<file path="src/rtl/pie_pkg.sv">
package pie_pkg;

    localparam int CAPACITY = 64;
    localparam int IDX_W    = $clog2(CAPACITY);
    localparam int LEN_W    = $clog2(CAPACITY + 1);
    localparam int POS_W    = 7;
    localparam int VAL_W    = 32;
    localparam int CMP_W    = (LEN_W > POS_W) ? LEN_W : POS_W;

    typedef enum logic [2:0] {
        REQ_INSERT = 3'd0,
        REQ_ERASE  = 3'd1,
        REQ_PUSH   = 3'd2,
        REQ_POP    = 3'd3,
        REQ_READ   = 3'd4
    } req_t;

    typedef enum logic [1:0] {
        ST_OK    = 2'd0,
        ST_RANGE = 2'd1,
        ST_FULL  = 2'd2,
        ST_EMPTY = 2'd3
    } status_t;

    // Per-cycle command broadcast to every cell of the chain
    typedef struct packed {
        logic             ins;
        logic             ers;
        logic [LEN_W-1:0] pos;
    } pie_ctl_t;

endpackage

</file>
<file path="src/rtl/pie_cell.sv">
module pie_cell
    import pie_pkg::*;
(
    input  logic                    clk,
    input  logic [IDX_W-1:0]        idx,
    input  pie_ctl_t                ctl,
    input  logic signed [VAL_W-1:0] value,
    input  logic signed [VAL_W-1:0] left,
    input  logic signed [VAL_W-1:0] right,
    output logic signed [VAL_W-1:0] q,
    output logic signed [VAL_W-1:0] hit
);

    logic signed [VAL_W-1:0] data_reg;
    logic signed [VAL_W-1:0] data_next;
    logic [LEN_W-1:0]        my_idx;

    assign my_idx = LEN_W'(idx);

    always_comb
    begin
        data_next = data_reg;
        if (ctl.ins)
        begin
            if (my_idx > ctl.pos)
                data_next = left;
            else if (my_idx == ctl.pos)
                data_next = value;
        end
        else if (ctl.ers)
        begin
            // close the gap: take the neighbour above
            if (my_idx >= ctl.pos)
                data_next = right;
        end
    end

    always_ff @(posedge clk)
    begin
        data_reg <= data_next;
    end

    assign q   = data_reg;
    assign hit = (my_idx == ctl.pos) ? data_reg : '0;

endmodule

</file>
<file path="config.mk">
export PLATFORM = sky130hd
export DESIGN_NAME = pie_cell
export DESIGN_NICKNAME = d
export VERILOG_FILES = /design/src/rtl/pie_pkg.sv /design/src/rtl/pie_cell.sv
export SDC_FILE = /design/constraint.sdc
export NUM_CORES = 1
export LEC_CHECK = 0
export ABC_AREA = 0
export BUFFER_PORTS_ARGS = -buffer_cell sky130_fd_sc_hd__buf_2
export CORE_MARGIN = 4
export CORE_UTILIZATION = 39
export CTS_BUF_LIST = sky130_fd_sc_hd__clkbuf_8
export DETAILED_ROUTE_END_ITERATION = 16
export MAX_ROUTING_LAYER = met4
export PLACE_DENSITY_LB_ADDON = 0.08
export SLEW_MARGIN = 20
export SYNTH_ARGS = -nofsm -noshare
export SYNTH_HDL_FRONTEND = slang
export SYNTH_SLANG_ARGS = --single-unit
</file>
<file path="constraint.sdc">
create_clock -name clk -period 3.3 [get_ports clk]
set_input_delay 0.33 -clock clk [delete_from_list [all_inputs] [get_ports clk]]
set_output_delay 0.33 -clock clk [all_outputs]
set_load 0.1 [all_outputs]
</file>
Yosys cells after proc, flatten, opt, wreduce, memory -nomap -nowiden. Index checks and enable logic that the tools add are counted.

Register bits: 32. Bits in latches: 0. RAM bits: 0. ROM bits: 0. Input port bits: 112. Logic and storage cells: 14. Memories kept: 0.

Add/subtract/negate cells: 0. Multipliers: 0. Div/mod/pow operators: 0. Order comparisons: 2. Equality and inequality tests: 2. Shift operators: 0. Muxes and demuxes: 6. Bitwise logic cells: 0. Reduce and logical (&&, ||, !) cells: 3.

Operator list (number): $mux W32 (6); $eq A6 B7 Y1 (1); $ge A6 B7 Y1 (1); $gt A6 B7 Y1 (1); $reduce_bool A2 Y1 (2); $ne A3 B1 Y1 const B (1); $reduce_and A3 Y1 (1).

Logic depth before layout (Yosys ltp). Gate-level depths: netlist (run 1).

Depth after elaboration: 4. Gate-level depth with buffers: 8. Mapped depth without buffers: 6.

Least setup slack after synthesis (run 1). OpenSTA, ideal clock, no wires.

Path kind: input port to flip-flop. Start point: input ctl[5] (netlist bit). End point: register data_reg[0], in the netlist q[0], enable pin. Library setup time: 0.441 ns. Data arrival time: 3.005 ns. Data required time: 2.859 ns. Path slack: -0.146 ns. Stages: 6. Buffers on the path: 1. Cell sequence: inv_1 > ha_1 > and4b_1 > o21ai_1 > buf_2 > a31oi_1.

Cells in the longest elaborated chain, start to end: 3. Elaborated cells on any way between the ends: 6. Classes of those cells: 2 x order compare; 2 x eq/ne; 2 x reduce/logical.

Ends and longest elaborated chain: from (decl) (line pie_cell.sv:6) `input pie_ctl_t ctl,`; $gt A6 B7 Y1, or another cell as far along (line pie_cell.sv:25) `if (my_idx > ctl.pos)`; $ne A3 B1 Y1 (no source line) / $reduce_bool A2 Y1 (equally long branches); $reduce_and A3 Y1 (no source line) *; to (signal assigned) (line pie_cell.sv:40) `data_reg <= data_next;`; to (decl) (line pie_cell.sv:14) `logic signed [VAL_W-1:0] data_reg;`.

Every way passes the cells marked *; elsewhere a longest branch is shown, timed or not. A chain may end at the register's enable or synchronous reset.

Worst setup path after layout (run 1).
Start point: input ctl[5] (netlist bit). End point: output hit[19].

Cells in the longest elaborated chain, start to end: 2.

Ends and longest elaborated chain: $eq A6 B7 Y1 (line pie_cell.sv:44) `assign hit = (my_idx == ctl.pos) ? data_reg : '0;`; $mux W32 (line pie_cell.sv:44); to (decl) (line pie_cell.sv:11) `output logic signed [VAL_W-1:0] hit`.

Every way passes these cells.

==> run_results.csv, run 1 <==
group,metric,value,unit
run_status,status,"completed",
power_and_ir_drop,pwr_density_cell,398.2,nW/um^2
global_route,grt_max_degree,129,
power_and_ir_drop,p_sw,0.6255,mW
clock_network,cts_buffers,5,
power_and_ir_drop,power.share.clock,0.192,
yosys,yosysWarnings,0,
timing,finalMaxSlewViolations,0,
clock_network,root_buffer,"clkbuf_8",
detailed_routing,drt-total-wl,8387,um
detailed_routing,dr.first_iter.drc_count,121,
clock_network,h-tree-depth,2,
die,io_pins,176,
clock_network,cts_hold_buf,0,
power_and_ir_drop,share_seq_of_total_power,0.374,
global_route,grt_pass1_wl,12200,um
setup_path,cpLargestDelayFamily,"buffers and inverters",
global_route,grt_pass1_vias,2562,
detailed_routing,wl_per_cell,16.25,um
final_layout,final_nets,557,
placement,dp_hpwl,5770,um
power_and_ir_drop,switching_share,0.4430,
placement,io_buffers,175,
yosys,syn_area_per_cell,9.009,um^2
final_layout,fillers,641,
global_route,antenna_found_initial,0,
placement,placed_area,3438,um^2
job,drv_cap,0,
power_and_ir_drop,combPwrFrac,0.434,
setup_path,worstPathArrival,2200,ps
setup_path,endpoint_kind,"output pin",
hold_path,hold_path_class,"in -> reg",
timing,finalCritPeriodShare,0.7672,
die,die_w,89.14,um
clock_network,clk_pin_slew,60,ps
placement,globalplace.congestion,0.7623,
die,die_y,89.14,um
setup_path,cp_max_fo,34,
clock_network,cts_resized,0,
detailed_routing,ant_nets,0,
final_layout,areaGrowthSynthToFinish,38.11,%
die,coreArea,6386,um^2
setup_path,crit_type,"in -> out",
power_and_ir_drop,finalPower,1.412,mW
power_and_ir_drop,p_int,0.7863,mW
timing,rsz0062_at_grt,"false",
setup_path,path_buf_inv,4,
clock_network,clk_path_buf_depth,2,
die,start_util,0.4020,
yosys,ys_types,22,
setup_path,startpoint_type,"primary input",
detailed_routing,vias,2883,
setup_path,path_cells,"buf_2, inv_1, ha_1, and4b_1, and4_2, buf_4, and2_1, buf_2",
setup_path,cp_common_cell,"buf_2",
final_layout,final_area,3546,um^2
die,fp-row-count,29,
final_layout,largest_reg_flops,32,
clock_network,cts_tree,"built",
global_route,grt_use_total,0.2028,
setup_path,cpPeakStageDelay,420,ps
timing,period_needed,2532,ps
yosys,synth_nets,403,
power_and_ir_drop,power_leakage,1.624,nW
setup_path,crit_slowest_cell,"buf_2",
detailed_routing,drtPass1Iterations,6,
power_and_ir_drop,vdd_drop_max,222.6,uV
timing,max_slew.worst_pin.slew,789.1,ps
setup_path,crit_required,2970,ps
final_layout,diodes,0,
clock_network,clock-sinks,32,
detailed_routing,routed_via_density,5.587,
yosys,synthCells,285,
yosys,ys_ff_latch,32,
timing,fin_setup_tns,0,ps
timing,max-slew-margin-rel,0.4739,
detailed_routing,drc_errors,0,
timing,setup_viol,0,
timing,fmax,0.3950,GHz
clock_network,post_cts_buffers,0,
timing,hold_violations,0,
final_layout,drive_gt1_frac,0.4396,
die,die-area,7945,um^2
yosys,netlist_area,2567,um^2
global_route,grt_overflow,0,
yosys,synth.yosys.seq_area_share,0.3743,
power groups by stage:
stage	Combinational (mW)	Sequential [mW]	Clock [mW]
2_1_floorplan	0.156	0.842	0
3_3_place_gp	0.603	0.537	0
3_5_place_dp	0.607	0.537	0
4_1_cts	0.608	0.530	0.281
5_1_grt	0.647	0.533	0.306
6_report	0.613	0.528	0.271
cell type report:
type                       instances  area (um^2)  share of cell area
clock buffer                       5        68.82             0.01941
inverter                           6        22.52            0.006351
clock inverter                     2        7.507            0.002117
multi-input combinational        211         1428              0.4026
timing repair buffer             183        962.2              0.2713
sequential                        32        960.9              0.2710
tap                               77        96.34             0.02717
synthesized netlist by cell type (all sizes together):
cell type	number	area share
ha	6	0.029
nand3	33	0.064
and4b	1	0.0039
and3b	1	0.0034
and4	1	0.0034
nor2	1	0.0015
inv	6	0.0088
a31oi	33	0.080
nor2b	32	0.078
and2	32	0.078
edfxtp	32	0.37
a21oi	2	0.0039
o2111ai	32	0.11
a21o	2	0.0058
o21ai	1	0.0019
o21a	1	0.0029
nand4	33	0.080
clkbuf	19	0.029
buf	17	0.041
routing by layer:
metal / track usage / share of wire / routed length, um / vias up
li1: - / - / - / 1436
met2: 0.3349 / 0.48 / 4036 / 127
met3: 0.03779 / 0.083 / 700 / 15
met4: 0.05954 / 0.017 / 145 / 0
met1: 0.2529 / 0.42 / 3505 / 1305
met5: - / 0 / 0 / -
stage by stage:
step           hold WS [ps]  instances    util  setup WS (ps)
2_1_floorplan         560.3        285       -          501.2
6_report              383.7        516  0.5553          768.2
3_5_place_dp          670.1        508  0.5384          741.0
5_1_grt               385.2        516  0.5553          658.1
4_1_cts               376.8        515  0.5504          777.5
3_3_place_gp          662.8        508  0.5382          789.0
placed cells by master (no fill, tap or decap), drive strengths merged:
master	n
ha	6
nor2	1
o21a	1
and3b	1
o2111ai	32
inv	6
buf	183
edfxtp	32
a21o	2
and4	1
a31oi	33
nand3	33
and4b	1
clkbuf	5
and2	32
a21oi	2
clkinv	2
nor2b	32
o21ai	1
nand4	33
path summary, 6_finish.rpt:
path	from	endpoint	slack (ps)	cells after the start
worst min-delay path	value[1]	q[1]	380	3
worst max-delay path	ctl[5]	hit[19]	770	8
kinds of logic after synthesis:
family | after synthesis | synth area share
AOI/OAI and AO/OA | 71 | 0.2042
adders and majority gates | 6 | 0.02924
buffers and inverters | 42 | 0.07943
and+or+nand+nor | 134 | 0.3129
DFF | 32 | 0.3743
Power figures use the tool's default switching activity.
==> run 2: changes to the inputs <==
Settings changed: ABC_AREA 0 to 1, CORE_UTILIZATION 39 to 43.
Clock period 3.3 ns to 2.5 ns, I/O delays scaled along.
==> run 2 against run 1 <==
First-iteration DRC count increased by 33%; sequential cell count unchanged; power increased by 36%; clock-buffer cell count unchanged; highest routed layer unchanged; sequential share of layout area decreased by 3.2 points; core utilization increased by 15 points.
==> run_results.csv, run 2 <==
group,metric,value,unit
final_layout,largest_reg_flops,32,
die,die_y,85.42,um
clock_network,clk_pin_slew,70,ps
clock_network,cts_buffers,5,
power_and_ir_drop,finalPower,1.921,mW
timing,max_slew.worst_pin.slew,1028,ps
timing,finalCritPeriodShare,0.7843,
placement,io_buffers,175,
yosys,netlist_area,2577,um^2
timing,finalMaxSlewViolations,0,
die,die_w,85.42,um
global_route,grt_pass1_vias,2650,
setup_path,cp_max_fo,30,
clock_network,cts_resized,0,
power_and_ir_drop,power_leakage,2.374,nW
timing,rsz0062_at_grt,"false",
timing,period_needed,1961,ps
setup_path,startpoint_type,"primary input",
detailed_routing,vias,2812,
power_and_ir_drop,vdd_drop_max,326.6,uV
detailed_routing,drc_errors,0,
yosys,syn_area_per_cell,6.855,um^2
clock_network,cts_hold_buf,0,
clock_network,root_buffer,"clkbuf_8",
timing,setup_viol,0,
clock_network,post_cts_buffers,0,
global_route,grt_pass1_wl,11960,um
detailed_routing,dr.first_iter.drc_count,161,
yosys,synth.yosys.seq_area_share,0.3728,
yosys,synthMuxAreaShare,0,
detailed_routing,drtPass1Iterations,4,
setup_path,endpoint_kind,"output pin",
run_status,status,"completed",
yosys,async_reset_ff_frac,0,
detailed_routing,drt-total-wl,7645,um
yosys,synth_top_family_by_area,"simple AND/OR/NAND/NOR gates",
setup_path,crit_required,2250,ps
yosys,yosysMostFrequentCell,"inv_1",
detailed_routing,wl_per_cell,12.41,um
final_layout,drive_gt1_frac,0.3879,
clock_network,h-tree-depth,2,
yosys,yosysWarnings,0,
placement,globalplace.congestion,0.8325,
clock_network,clk_path_buf_depth,2,
yosys,synth-compound-area-share,0.007282,
yosys,ys_types,17,
die,io_pins,176,
yosys,synthSimpleGateAreaFrac,0.3757,
setup_path,worstPathArrival,1710,ps
timing,fmax,0.5100,GHz
global_route,grt_use_total,0.2094,
yosys,synth_top_cell_area_share,0.3728,
die,fp-row-count,27,
job,drv_cap,0,
yosys,synth_nets,494,
timing,hold_violations,0,
timing,fin_ws,539.3,ps
die,start_util,0.4541,
yosys,synthCells,376,
hold_path,hold_path_class,"in -> reg",
final_layout,final_common_cell,"buf_2",
die,coreArea,5675,um^2
clock_network,clock-sinks,32,
yosys,synthXorXnorAreaFrac,0,
yosys,synth_top_cells_by_area,"edfxtp_1 37%, inv_1 16%, nand2_1 15%",
yosys,synth_flop_cell,"edfxtp_1",
final_layout,final_cell_mix,"143 x buf_2, 110 x inv_1, 102 x nand2_1, 49 x nand3_1, 33 x buf_12",
timing,max-slew-margin-rel,0.3139,
final_layout,diodes,0,
final_layout,areaGrowthSynthToFinish,55.92,%
yosys,synth_fa_ha_area_frac,0.02913,
yosys,synthTopCellsByCount,"109 x inv_1, 102 x nand2_1, 49 x nand3_1",
yosys,ys_ff_latch,32,
die,die-area,7297,um^2
power_and_ir_drop,pwr_density_cell,477.9,nW/um^2
clock_network,cts_tree,"built",
setup_path,crit_type,"in -> out",
final_layout,final_nets,662,
yosys,yosys.area.top_type,"edfxtp_1",
global_route,grt_max_degree,37,
hold_path,hold_depth,3,
placement,dp_hpwl,6152,um
detailed_routing,ant_nets,0,
global_route,grt_overflow,0,
placement,dp_slack,390.1,ps
yosys,synth_edf_count,32,
detailed_routing,routed_via_density,4.565,
global_route,antenna_found_initial,0,
[run 2: cell count changes after synthesis, sizes merged, moves of 2 or more]
cell / change
nand2: +104
inv: +103
nand3: +34
a31oi: -33
nand4: -33
nor2: +33
and2: -32
nor2b: -32
o2111ai: -32
clkbuf: -14
a21o: -2
buf: -2
[run 2: critical path, stage by stage]
cell	delay, ps
buf_2	100
ha_1	260
inv_1	50
nor3_2	200
nand3_2	130
buf_4	260
nor2_1	230
buf_12	210
[run 2: cell type report]
cell class,count,area (um^2)
sequential,32,960.9
timing repair buffer,181,1414
inverter,109,409.1
multi-input combinational,215,1067
clock buffer,5,68.82
tap,72,90.09
clock inverter,2,8.758
fill,486,1657
[run 2: logic make-up (layout without fill, tap and decap cells)]
group,count (synthesis),count (layout)
AOI/OAI and AO/OA,3,3
adders and majority gates,6,6
buffers and inverters,129,297
DFF,32,32
and+or+nand+nor,206,206
[run 2: layer usage]
layer	track usage	wire, um	vias to the layer above
met3	0.03398	694	10
met2	0.3602	3848	134
met1	0.2491	2970	1221
li1	-	-	1447
met5	-	0	-
met4	0.06619	131	0
[run 2: power by group]
group | total (mW) | leakage (nW) | switching [mW] | internal, mW
logic | 0.859 | 2.04 | 0.665 | 0.194
clock network | 0.360 | 0.0452 | 0.175 | 0.185
registers | 0.702 | 0.291 | 0.0314 | 0.670
[run 2: path summary, 6_finish.rpt]
check                     start     end  slack [ps]
worst max-delay path     idx[5]  hit[9]         540
worst min-delay path  right[24]   q[24]         240
[run 2: per-stage QoR]
stage          hold slack [ps]  TNS [ps]  std cells    util  cell area (um^2)
6_report                 240.5         0        616  0.7081              4019
5_1_grt                  236.0         0        616  0.7081              4019
4_1_cts                  232.3         0        616  0.7081              4019
3_5_place_dp             526.5         0        609  0.6944              3941
3_3_place_gp             520.4         0        609  0.6944              3941
2_1_floorplan            435.9     -6666        376       -              2582
